==> src/design/ipv_pkg.sv <==
// Shared types, constants and helper functions for the address text validator.
package ipv_pkg;

  localparam int unsigned CH_W       = 8;
  localparam int unsigned KIND_W     = 2;
  localparam int unsigned SEP_W      = 4;
  localparam int unsigned DIG_W      = 3;
  localparam int unsigned FVAL_W     = 16;
  localparam int unsigned PEND_W     = 5;
  localparam int unsigned ACC_W      = FVAL_W + 4;

  localparam logic [SEP_W-1:0]  SEP_SAT    = 4'd15;
  localparam logic [SEP_W-1:0]  V6_SEPS    = 4'd7;
  localparam logic [SEP_W-1:0]  V4_SEPS    = 4'd3;
  localparam logic [DIG_W-1:0]  DIG_SAT    = 3'd7;
  localparam logic [DIG_W-1:0]  V6_DIG_MAX = 3'd4;
  localparam logic [DIG_W-1:0]  V4_DIG_MAX = 3'd3;
  localparam logic [FVAL_W-1:0] FVAL_SAT   = 16'd65535;
  localparam logic [FVAL_W-1:0] OCTET_MAX  = 16'd255;
  localparam logic [PEND_W-1:0] PEND_SAT   = 5'd31;

  localparam logic [CH_W-1:0] CH_COLON = 8'h3A;
  localparam logic [CH_W-1:0] CH_DOT   = 8'h2E;
  localparam logic [CH_W-1:0] CH_DASH  = 8'h2D;
  localparam logic [CH_W-1:0] CH_ZERO  = 8'h30;
  localparam logic [CH_W-1:0] CH_NINE  = 8'h39;
  localparam logic [CH_W-1:0] CH_LA    = 8'h61;
  localparam logic [CH_W-1:0] CH_LF    = 8'h66;
  localparam logic [CH_W-1:0] CH_UA    = 8'h41;
  localparam logic [CH_W-1:0] CH_UF    = 8'h46;

  // verdict codes
  localparam logic [KIND_W-1:0] KIND_NONE = 2'd0;
  localparam logic [KIND_W-1:0] KIND_V4   = 2'd1;
  localparam logic [KIND_W-1:0] KIND_V6   = 2'd2;

  typedef enum logic [1:0] {
    MODE_UNDEC = 2'd0,
    MODE_V4    = 2'd1,
    MODE_V6    = 2'd2
  } ipv_mode_t;

  typedef struct packed {
    ipv_mode_t         mode;
    logic              failed;
    logic [SEP_W-1:0]  sep_cnt;
    logic [DIG_W-1:0]  dig_cnt;
    logic [FVAL_W-1:0] fval;
    logic              lead_zero;
    logic [PEND_W-1:0] pend_cnt;
    logic              pend_hex_ok;
  } ipv_state_t;

  localparam ipv_state_t ST_RESET = '{
    mode:        MODE_UNDEC,
    failed:      1'b0,
    sep_cnt:     '0,
    dig_cnt:     '0,
    fval:        '0,
    lead_zero:   1'b0,
    pend_cnt:    '0,
    pend_hex_ok: 1'b1
  };

  function automatic logic is_dec(input logic [CH_W-1:0] c);
    return (c >= CH_ZERO) && (c <= CH_NINE);
  endfunction

  function automatic logic is_hex(input logic [CH_W-1:0] c);
    return is_dec(c) || ((c >= CH_LA) && (c <= CH_LF)) || ((c >= CH_UA) && (c <= CH_UF));
  endfunction

  // one octet: 1..3 digits, no leading zero unless lone, value at most 255
  function automatic logic v4_ok(input ipv_state_t s);
    logic cnt_ok;
    cnt_ok = (s.dig_cnt != '0) && (s.dig_cnt <= V4_DIG_MAX);
    return cnt_ok && !(s.lead_zero && (s.dig_cnt > 3'd1)) && (s.fval <= OCTET_MAX);
  endfunction

  // value*10 + digit, saturating
  function automatic logic [FVAL_W-1:0] dec_accum(input logic [FVAL_W-1:0] v,
                                                  input logic [CH_W-1:0]   c);
    logic [ACC_W-1:0] sum;
    logic [CH_W-1:0]  d;
    d   = c - CH_ZERO;
    sum = ({4'b0, v} << 3) + ({4'b0, v} << 1) + ACC_W'(d);
    return (sum > ACC_W'(FVAL_SAT)) ? FVAL_SAT : sum[FVAL_W-1:0];
  endfunction

  function automatic logic [DIG_W-1:0] dig_inc(input logic [DIG_W-1:0] d);
    return (d != DIG_SAT) ? DIG_W'(d + 1'b1) : d;
  endfunction

endpackage

==> src/design/ipv_step.sv <==
// Per-word state update and verdict logic of the address text validator.
module ipv_step
  import ipv_pkg::*;
(
  input  ipv_state_t        st,
  input  logic [CH_W-1:0]   ch,
  input  logic              last,
  output ipv_state_t        st_nxt,
  output logic [KIND_W-1:0] kind
);

  ipv_state_t       upd;
  logic [SEP_W-1:0] sep_inc;

  assign sep_inc = (st.sep_cnt != SEP_SAT) ? SEP_W'(st.sep_cnt + 1'b1) : st.sep_cnt;

  always_comb begin
    upd = st;
    unique case (st.mode)
      MODE_V6: begin
        if (ch == CH_COLON) begin
          if (st.dig_cnt == '0) upd.failed = 1'b1;
          upd.sep_cnt = sep_inc;
          if (sep_inc > V6_SEPS) upd.failed = 1'b1;
          upd.dig_cnt   = '0;
          upd.fval      = '0;
          upd.lead_zero = 1'b0;
        end else if (is_hex(ch)) begin
          upd.dig_cnt = dig_inc(st.dig_cnt);
          if (dig_inc(st.dig_cnt) > V6_DIG_MAX) upd.failed = 1'b1;
        end else begin
          upd.failed = 1'b1;
        end
      end
      MODE_V4: begin
        if (ch == CH_DOT) begin
          if (!v4_ok(st)) upd.failed = 1'b1;
          upd.sep_cnt = sep_inc;
          if (sep_inc > V4_SEPS) upd.failed = 1'b1;
          upd.dig_cnt   = '0;
          upd.fval      = '0;
          upd.lead_zero = 1'b0;
        end else if (is_dec(ch)) begin
          if (st.dig_cnt == '0) upd.lead_zero = (ch == CH_ZERO);
          upd.fval    = dec_accum(st.fval, ch);
          upd.dig_cnt = dig_inc(st.dig_cnt);
          if (dig_inc(st.dig_cnt) > V4_DIG_MAX) upd.failed = 1'b1;
        end else begin
          upd.failed = 1'b1;
        end
      end
      default: begin
        // undecided: first separator picks the type
        if (ch == CH_COLON) begin
          if ((st.pend_cnt == '0) || (st.pend_cnt > PEND_W'(V6_DIG_MAX)) || !st.pend_hex_ok)
            upd.failed = 1'b1;
          upd.mode      = MODE_V6;
          upd.sep_cnt   = SEP_W'(1);
          upd.dig_cnt   = '0;
          upd.fval      = '0;
          upd.lead_zero = 1'b0;
        end else if (ch == CH_DOT) begin
          if ((st.pend_cnt != PEND_W'(st.dig_cnt)) || !v4_ok(st)) upd.failed = 1'b1;
          upd.mode      = MODE_V4;
          upd.sep_cnt   = SEP_W'(1);
          upd.dig_cnt   = '0;
          upd.fval      = '0;
          upd.lead_zero = 1'b0;
        end else begin
          if (ch == CH_DASH) upd.failed = 1'b1;
          if (!is_hex(ch)) upd.pend_hex_ok = 1'b0;
          if (is_dec(ch)) begin
            if (st.pend_cnt == '0) upd.lead_zero = (ch == CH_ZERO);
            upd.fval    = dec_accum(st.fval, ch);
            upd.dig_cnt = dig_inc(st.dig_cnt);
          end
          if (st.pend_cnt != PEND_SAT) upd.pend_cnt = PEND_W'(st.pend_cnt + 1'b1);
        end
      end
    endcase
  end

  always_comb begin
    kind = KIND_NONE;
    if (!upd.failed) begin
      if (upd.mode == MODE_V6) begin
        if ((upd.sep_cnt == V6_SEPS) && (upd.dig_cnt != '0) && (upd.dig_cnt <= V6_DIG_MAX))
          kind = KIND_V6;
      end else if (upd.mode == MODE_V4) begin
        if ((upd.sep_cnt == V4_SEPS) && v4_ok(upd))
          kind = KIND_V4;
      end
    end
  end

  // the last word of a string restarts the parser
  assign st_nxt = last ? ST_RESET : upd;

endmodule

==> src/design/ip_address_text_validator.sv <==
// Top level: input word register, parser state and verdict register.
// A last word passes the input word register and then the verdict register before
// its verdict shows on out_kind.
// Throughput: one word per cycle while in_stall is low; the parser update is one pass of ipv_step logic.
// The input register keeps taking words while a verdict waits on out_stall,
// as long as the waiting word is not itself a last word.
// Reset (rst_n low, synchronous): both valid flags clear and the parser returns
// to its start state, undecided type with no fields seen.
module ip_address_text_validator
  import ipv_pkg::*;
(
  input  logic              clk,
  input  logic              rst_n,
  input  logic              in_valid,
  output logic              in_stall,
  input  logic [CH_W-1:0]   in_ch,
  input  logic              in_last,
  output logic              out_valid,
  input  logic              out_stall,
  output logic [KIND_W-1:0] out_kind
);

  // input stage
  logic              s1_valid_r;
  logic [CH_W-1:0]   s1_ch_r;
  logic              s1_last_r;

  // parser state and verdict register
  ipv_state_t        st_r;
  ipv_state_t        st_nxt;
  logic [KIND_W-1:0] kind_nxt;
  logic              out_valid_r;
  logic [KIND_W-1:0] out_kind_r;

  logic              adv;

  // A word moves into the parser unless it is a last word and the verdict
  // slot is still held by the sink.
  assign adv      = s1_valid_r && (!s1_last_r || !out_valid_r || !out_stall);
  assign in_stall = s1_valid_r && !adv;

  ipv_step u_step (
    .st     (st_r),
    .ch     (s1_ch_r),
    .last   (s1_last_r),
    .st_nxt (st_nxt),
    .kind   (kind_nxt)
  );

  always_ff @(posedge clk) begin
    if (!rst_n) begin
      s1_valid_r <= 1'b0;
    end else if (!in_stall) begin
      s1_valid_r <= in_valid;
    end
    if (!in_stall && in_valid) begin
      s1_ch_r   <= in_ch;
      s1_last_r <= in_last;
    end
  end

  always_ff @(posedge clk) begin
    if (!rst_n) begin
      st_r <= ST_RESET;
    end else if (adv) begin
      st_r <= st_nxt;
    end
  end

  always_ff @(posedge clk) begin
    if (!rst_n) begin
      out_valid_r <= 1'b0;
    end else if (adv && s1_last_r) begin
      out_valid_r <= 1'b1;
    end else if (!out_stall) begin
      out_valid_r <= 1'b0;
    end
    if (adv && s1_last_r) begin
      out_kind_r <= kind_nxt;
    end
  end

  assign out_valid = out_valid_r;
  assign out_kind  = out_kind_r;

  // a verdict appears only after a last word went through the parser
  a_verdict_source: assert property (@(posedge clk) disable iff (!rst_n)
    $rose(out_valid_r) |-> $past(adv && s1_last_r))
    else $error("verdict raised without a last word");

  // parser restarts after every last word
  a_restart: assert property (@(posedge clk) disable iff (!rst_n)
    (adv && s1_last_r) |=> (st_r == ST_RESET))
    else $error("parser state not cleared after last word");

  // a pending verdict is never overwritten while held
  a_no_overwrite: assert property (@(posedge clk) disable iff (!rst_n)
    (out_valid_r && out_stall) |=> (out_valid_r && $stable(out_kind_r)))
    else $error("held verdict changed");

  // verdict code is a defined kind
  a_kind_legal: assert property (@(posedge clk) disable iff (!rst_n)
    out_valid_r |-> ((out_kind_r == KIND_NONE) || (out_kind_r == KIND_V4) ||
                     (out_kind_r == KIND_V6)))
    else $error("undefined verdict code");

  // input backpressure only when a last word is blocked by a held verdict
  a_stall_cause: assert property (@(posedge clk) disable iff (!rst_n)
    in_stall |-> (s1_valid_r && s1_last_r && out_valid_r && out_stall))
    else $error("spurious input stall");

endmodule
==> config.mk <==
export PLATFORM = sky130hd
export DESIGN_NAME = ip_address_text_validator
export DESIGN_NICKNAME = d
export VERILOG_FILES = /design/src/design/ipv_pkg.sv /design/src/design/ipv_step.sv /design/src/design/ip_address_text_validator.sv
export SDC_FILE = /design/constraint.sdc
export NUM_CORES = 1
export LEC_CHECK = 0
export ABC_AREA = 1
export BUFFER_PORTS_ARGS = -buffer_cell sky130_fd_sc_hd__buf_4
export CAP_MARGIN = 15
export CORE_MARGIN = 2
export CORE_UTILIZATION = 55
export DETAILED_ROUTE_END_ITERATION = 7
export MAX_ROUTING_LAYER = met4
export PLACE_DENSITY = 0.74
export SYNTH_ARGS = -nofsm -noshare
export SYNTH_HDL_FRONTEND = slang
export SYNTH_SLANG_ARGS = --single-unit
==> constraint.sdc <==
create_clock -name clk -period 3 [get_ports clk]
set_input_delay 0.45 -clock clk [delete_from_list [all_inputs] [get_ports clk]]
set_output_delay 0.45 -clock clk [all_outputs]
set_load 0.005 [all_outputs]
==> metrics.txt <==
run status finished, violations left; failing checks negative setup slack; H-tree depth 2; DRT antenna net count 0; Clock Pin Slew Worst Setup and Hold Paths 0.09 ns; final setup vio count 18; Slew Viols, Final 0; Sw Pwr 0.399 mW; leading area contributor after synthesis nand2_1; HP Start in_ch[0]; RR Startpoint s1_ch_r[5]; crit path time final 3.32 ns; Rows 33; r2r worst-path depth 20; Area Overhead vs Synth 21.3%; cell area after layout 0.00561 mm2; Main synth FF type dfxtp_1; register area share after synthesis 22.3%; Data required, critical path 3.15 ns; Die Y-Extent 95.7 um; RSZ-0062 raised after global routing true; crit start category register; top-count cell post-synth nand2_1; area of the multi-input gates 0.00344 mm2; layout cells sized above 1 23.7%; Area contributors post-synth nand2_1 17%, dfxtp_1 15%, ha_1 10%; Comb power frac 18.9%; Tot GR Track Use 30.9%; top cell type's share of synthesized area 17.4%; clock sink count 46; fmax 302 MHz; # diodes 0; Cell variety after synth 43; Slew headroom 25.8%; Pint 0.952 mW; Placement Cell Area 0.00508 mm2; Flop pwr share 49.2%; Peak supply drop 0.229 mV; Synth async-reset ratio 0%; drt pass-1 iters 5; hold crit path type primary input to register; hold depth 1; port bufs 16; setup ws final -0.316 ns; Post-Syn Nets 782; final period utilization 111%; Worst Skew 0.0106 ns; vias per cell 5.68; IO Count 17; DR DRC count 0; CTS buffer count 5; Filler cells 701; Core Region 0.00818 mm2; routability cong. 1.02; vias in the first global route 4695; clock latency at the later pin of the worst-skew pair 0.31 ns; Slew @ Worst Pin 1.11 ns; initial antenna violation count 0; Routed met2 length 6460 um; max_cap viols 0; Hold Buf Count CTS 0; fin util 68.6%; Reg2Reg Setup Slack -0.32 ns; Root Buffer clkbuf_8; global-route wire length before repair 21700 um; largest net degree at the start of global routing 32; Ys Warns 0; CP endpoint kind register; Die Wd 95.7 um; Fin. Hold Viols 0; vias 5063; Clk pwr share 31.9%; post-synthesis register bit count 46; 1st-iter DRT viols 344; Mapped Cells 725; uppermost routed layer met4; die area 0.00916 mm2; register area 0.00103 mm2; half-perimeter wire length after placement 9640 um; Hold Path End s1_ch_r[0]; Post-synth EDFFs 11; crit path DAT 3.46 ns; Syn Area/Cell 6.38 um2; Leak 2.67 nW; routed wl met3 829 um; commonest cells in the netlist 214 x nand2_1, 86 x inv_1, 60 x nand3_1; grt total ovfl 0; Pwr Total 1.35 mW; capturing point of the worst reg2reg path st_r[11]; Starting Density 56.6%; P per Cell Area 241 mW/mm2; WL met1 5800 um; switch share 29.6%; final net count 842; Setup Crit Path Kind register to register; Crit Path Max Fanout 10; final wirelength 13500 um; WL per Instance 15.2 um; CTS tree done; maximum buffer depth of the clock tree 2; WHS 0.316 ns; synthesized cell area 0.00462 mm2
worst max-delay path, cell delays in order, from the launching register on:
cell	delay [ns]
edfxtp_1	0.50
ha_4	0.22
nand2_2	0.08
nand2_2	0.06
fa_1	0.56
ha_4	0.25
nand2_2	0.09
nand2_2	0.07
a21oi_2	0.15
nand2_2	0.06
nand2_1	0.07
nand2_1	0.05
nand2_1	0.08
nand2_2	0.07
nor2_4	0.14
buf_12	0.14
nand2_8	0.09
o211ai_1	0.21
nand2_1	0.11
nand2_1	0.09
a21oi_1	0.07
registers in the layout, summed over array words and instances (netlist names):
| name | cells |
|---|---|
| s1_last_r | 1 |
| out_kind | 2 |
| s1_valid_r | 1 |
| st_r | 33 |
| s1_ch_r | 8 |
| out_valid | 1 |
cell families (layout without fill, tap and decap cells):
group           count (synthesis)  count (layout)  synth area share, %
compound gates                115             115                 14.2
xor+xnor                       14              14                 2.65
fa+ha+maj                      44              44                 12.9
buf+inv                       114             175                 9.50
flops                          46              46                 22.3
simple gates                  392             392                 38.5
per-stage QoR:
step | std cells | TNS (ns) | setup WS (ns)
finish | 891 | -3.69 | -0.316
global route | 891 | -6.73 | -0.481
floorplan | 725 | 0 | 0.00369
CTS | 887 | -1.65 | -0.178
detailed placement | 867 | -2.18 | -0.215
global placement | 867 | -0.663 | -0.129
what timing repair did:
action	in CTS	in global routing
setup endpoints to repair	17	18
buffers inserted	12	4
pin swaps	19	29
resized for setup	21	45
power groups by stage:
stage | registers (mW) | logic (mW) | clock network, mW
3_3_place_gp | 0.676 | 0.196 | 0
3_5_place_dp | 0.677 | 0.201 | 0
6_report | 0.664 | 0.256 | 0.431
4_1_cts | 0.663 | 0.226 | 0.430
2_1_floorplan | 0.674 | 0.131 | 0
5_1_grt | 0.666 | 0.279 | 0.455
layout by cell type, fill, tap and decap left out, types with 11 or more instances in the layout:
master	n
a21oi_1	48
buf_4	64
dfxtp_1	35
edfxtp_1	11
ha_1	32
inv_1	83
inv_2	13
nand2_1	199
nand2_2	23
nand3_1	51
nor2_1	46
nor2_2	11
o211ai_1	12
o21ai_0	27
layer usage:
layer | vias to the layer above | GRT usage (%)
li1 | 2482 | -
met1 | 2333 | 39.3
met2 | 211 | 50.4
met3 | 37 | 3.92
met4 | 0 | 11.7
met5 | - | -
how the worst max path moves through the flow:
stage | startpoint | end | slack (ns)
2_1_floorplan | s1_ch_r[4] | out_kind[0] | 0.004
3_3_place_gp | s1_ch_r[4] | out_kind[0] | -0.13
3_5_place_dp | s1_ch_r[4] | out_kind[0] | -0.22
4_1_cts | s1_ch_r[5] | out_kind[0] | -0.18
5_1_grt | s1_ch_r[5] | out_kind[0] | -0.48
6_report | s1_ch_r[5] | st_r[11] | -0.32
layout make-up:
type                            count  area share [%]
Inverter                           99            6.71
Tap cell                          105            2.34
Timing Repair Buffer               68            9.52
Multi-Input combinational cell    565            61.4
Clock inverter                      1           0.156
Clock buffer                        7            1.54
Sequential cell                    46            18.4
Note: power is estimated with default switching activity, not from simulation.
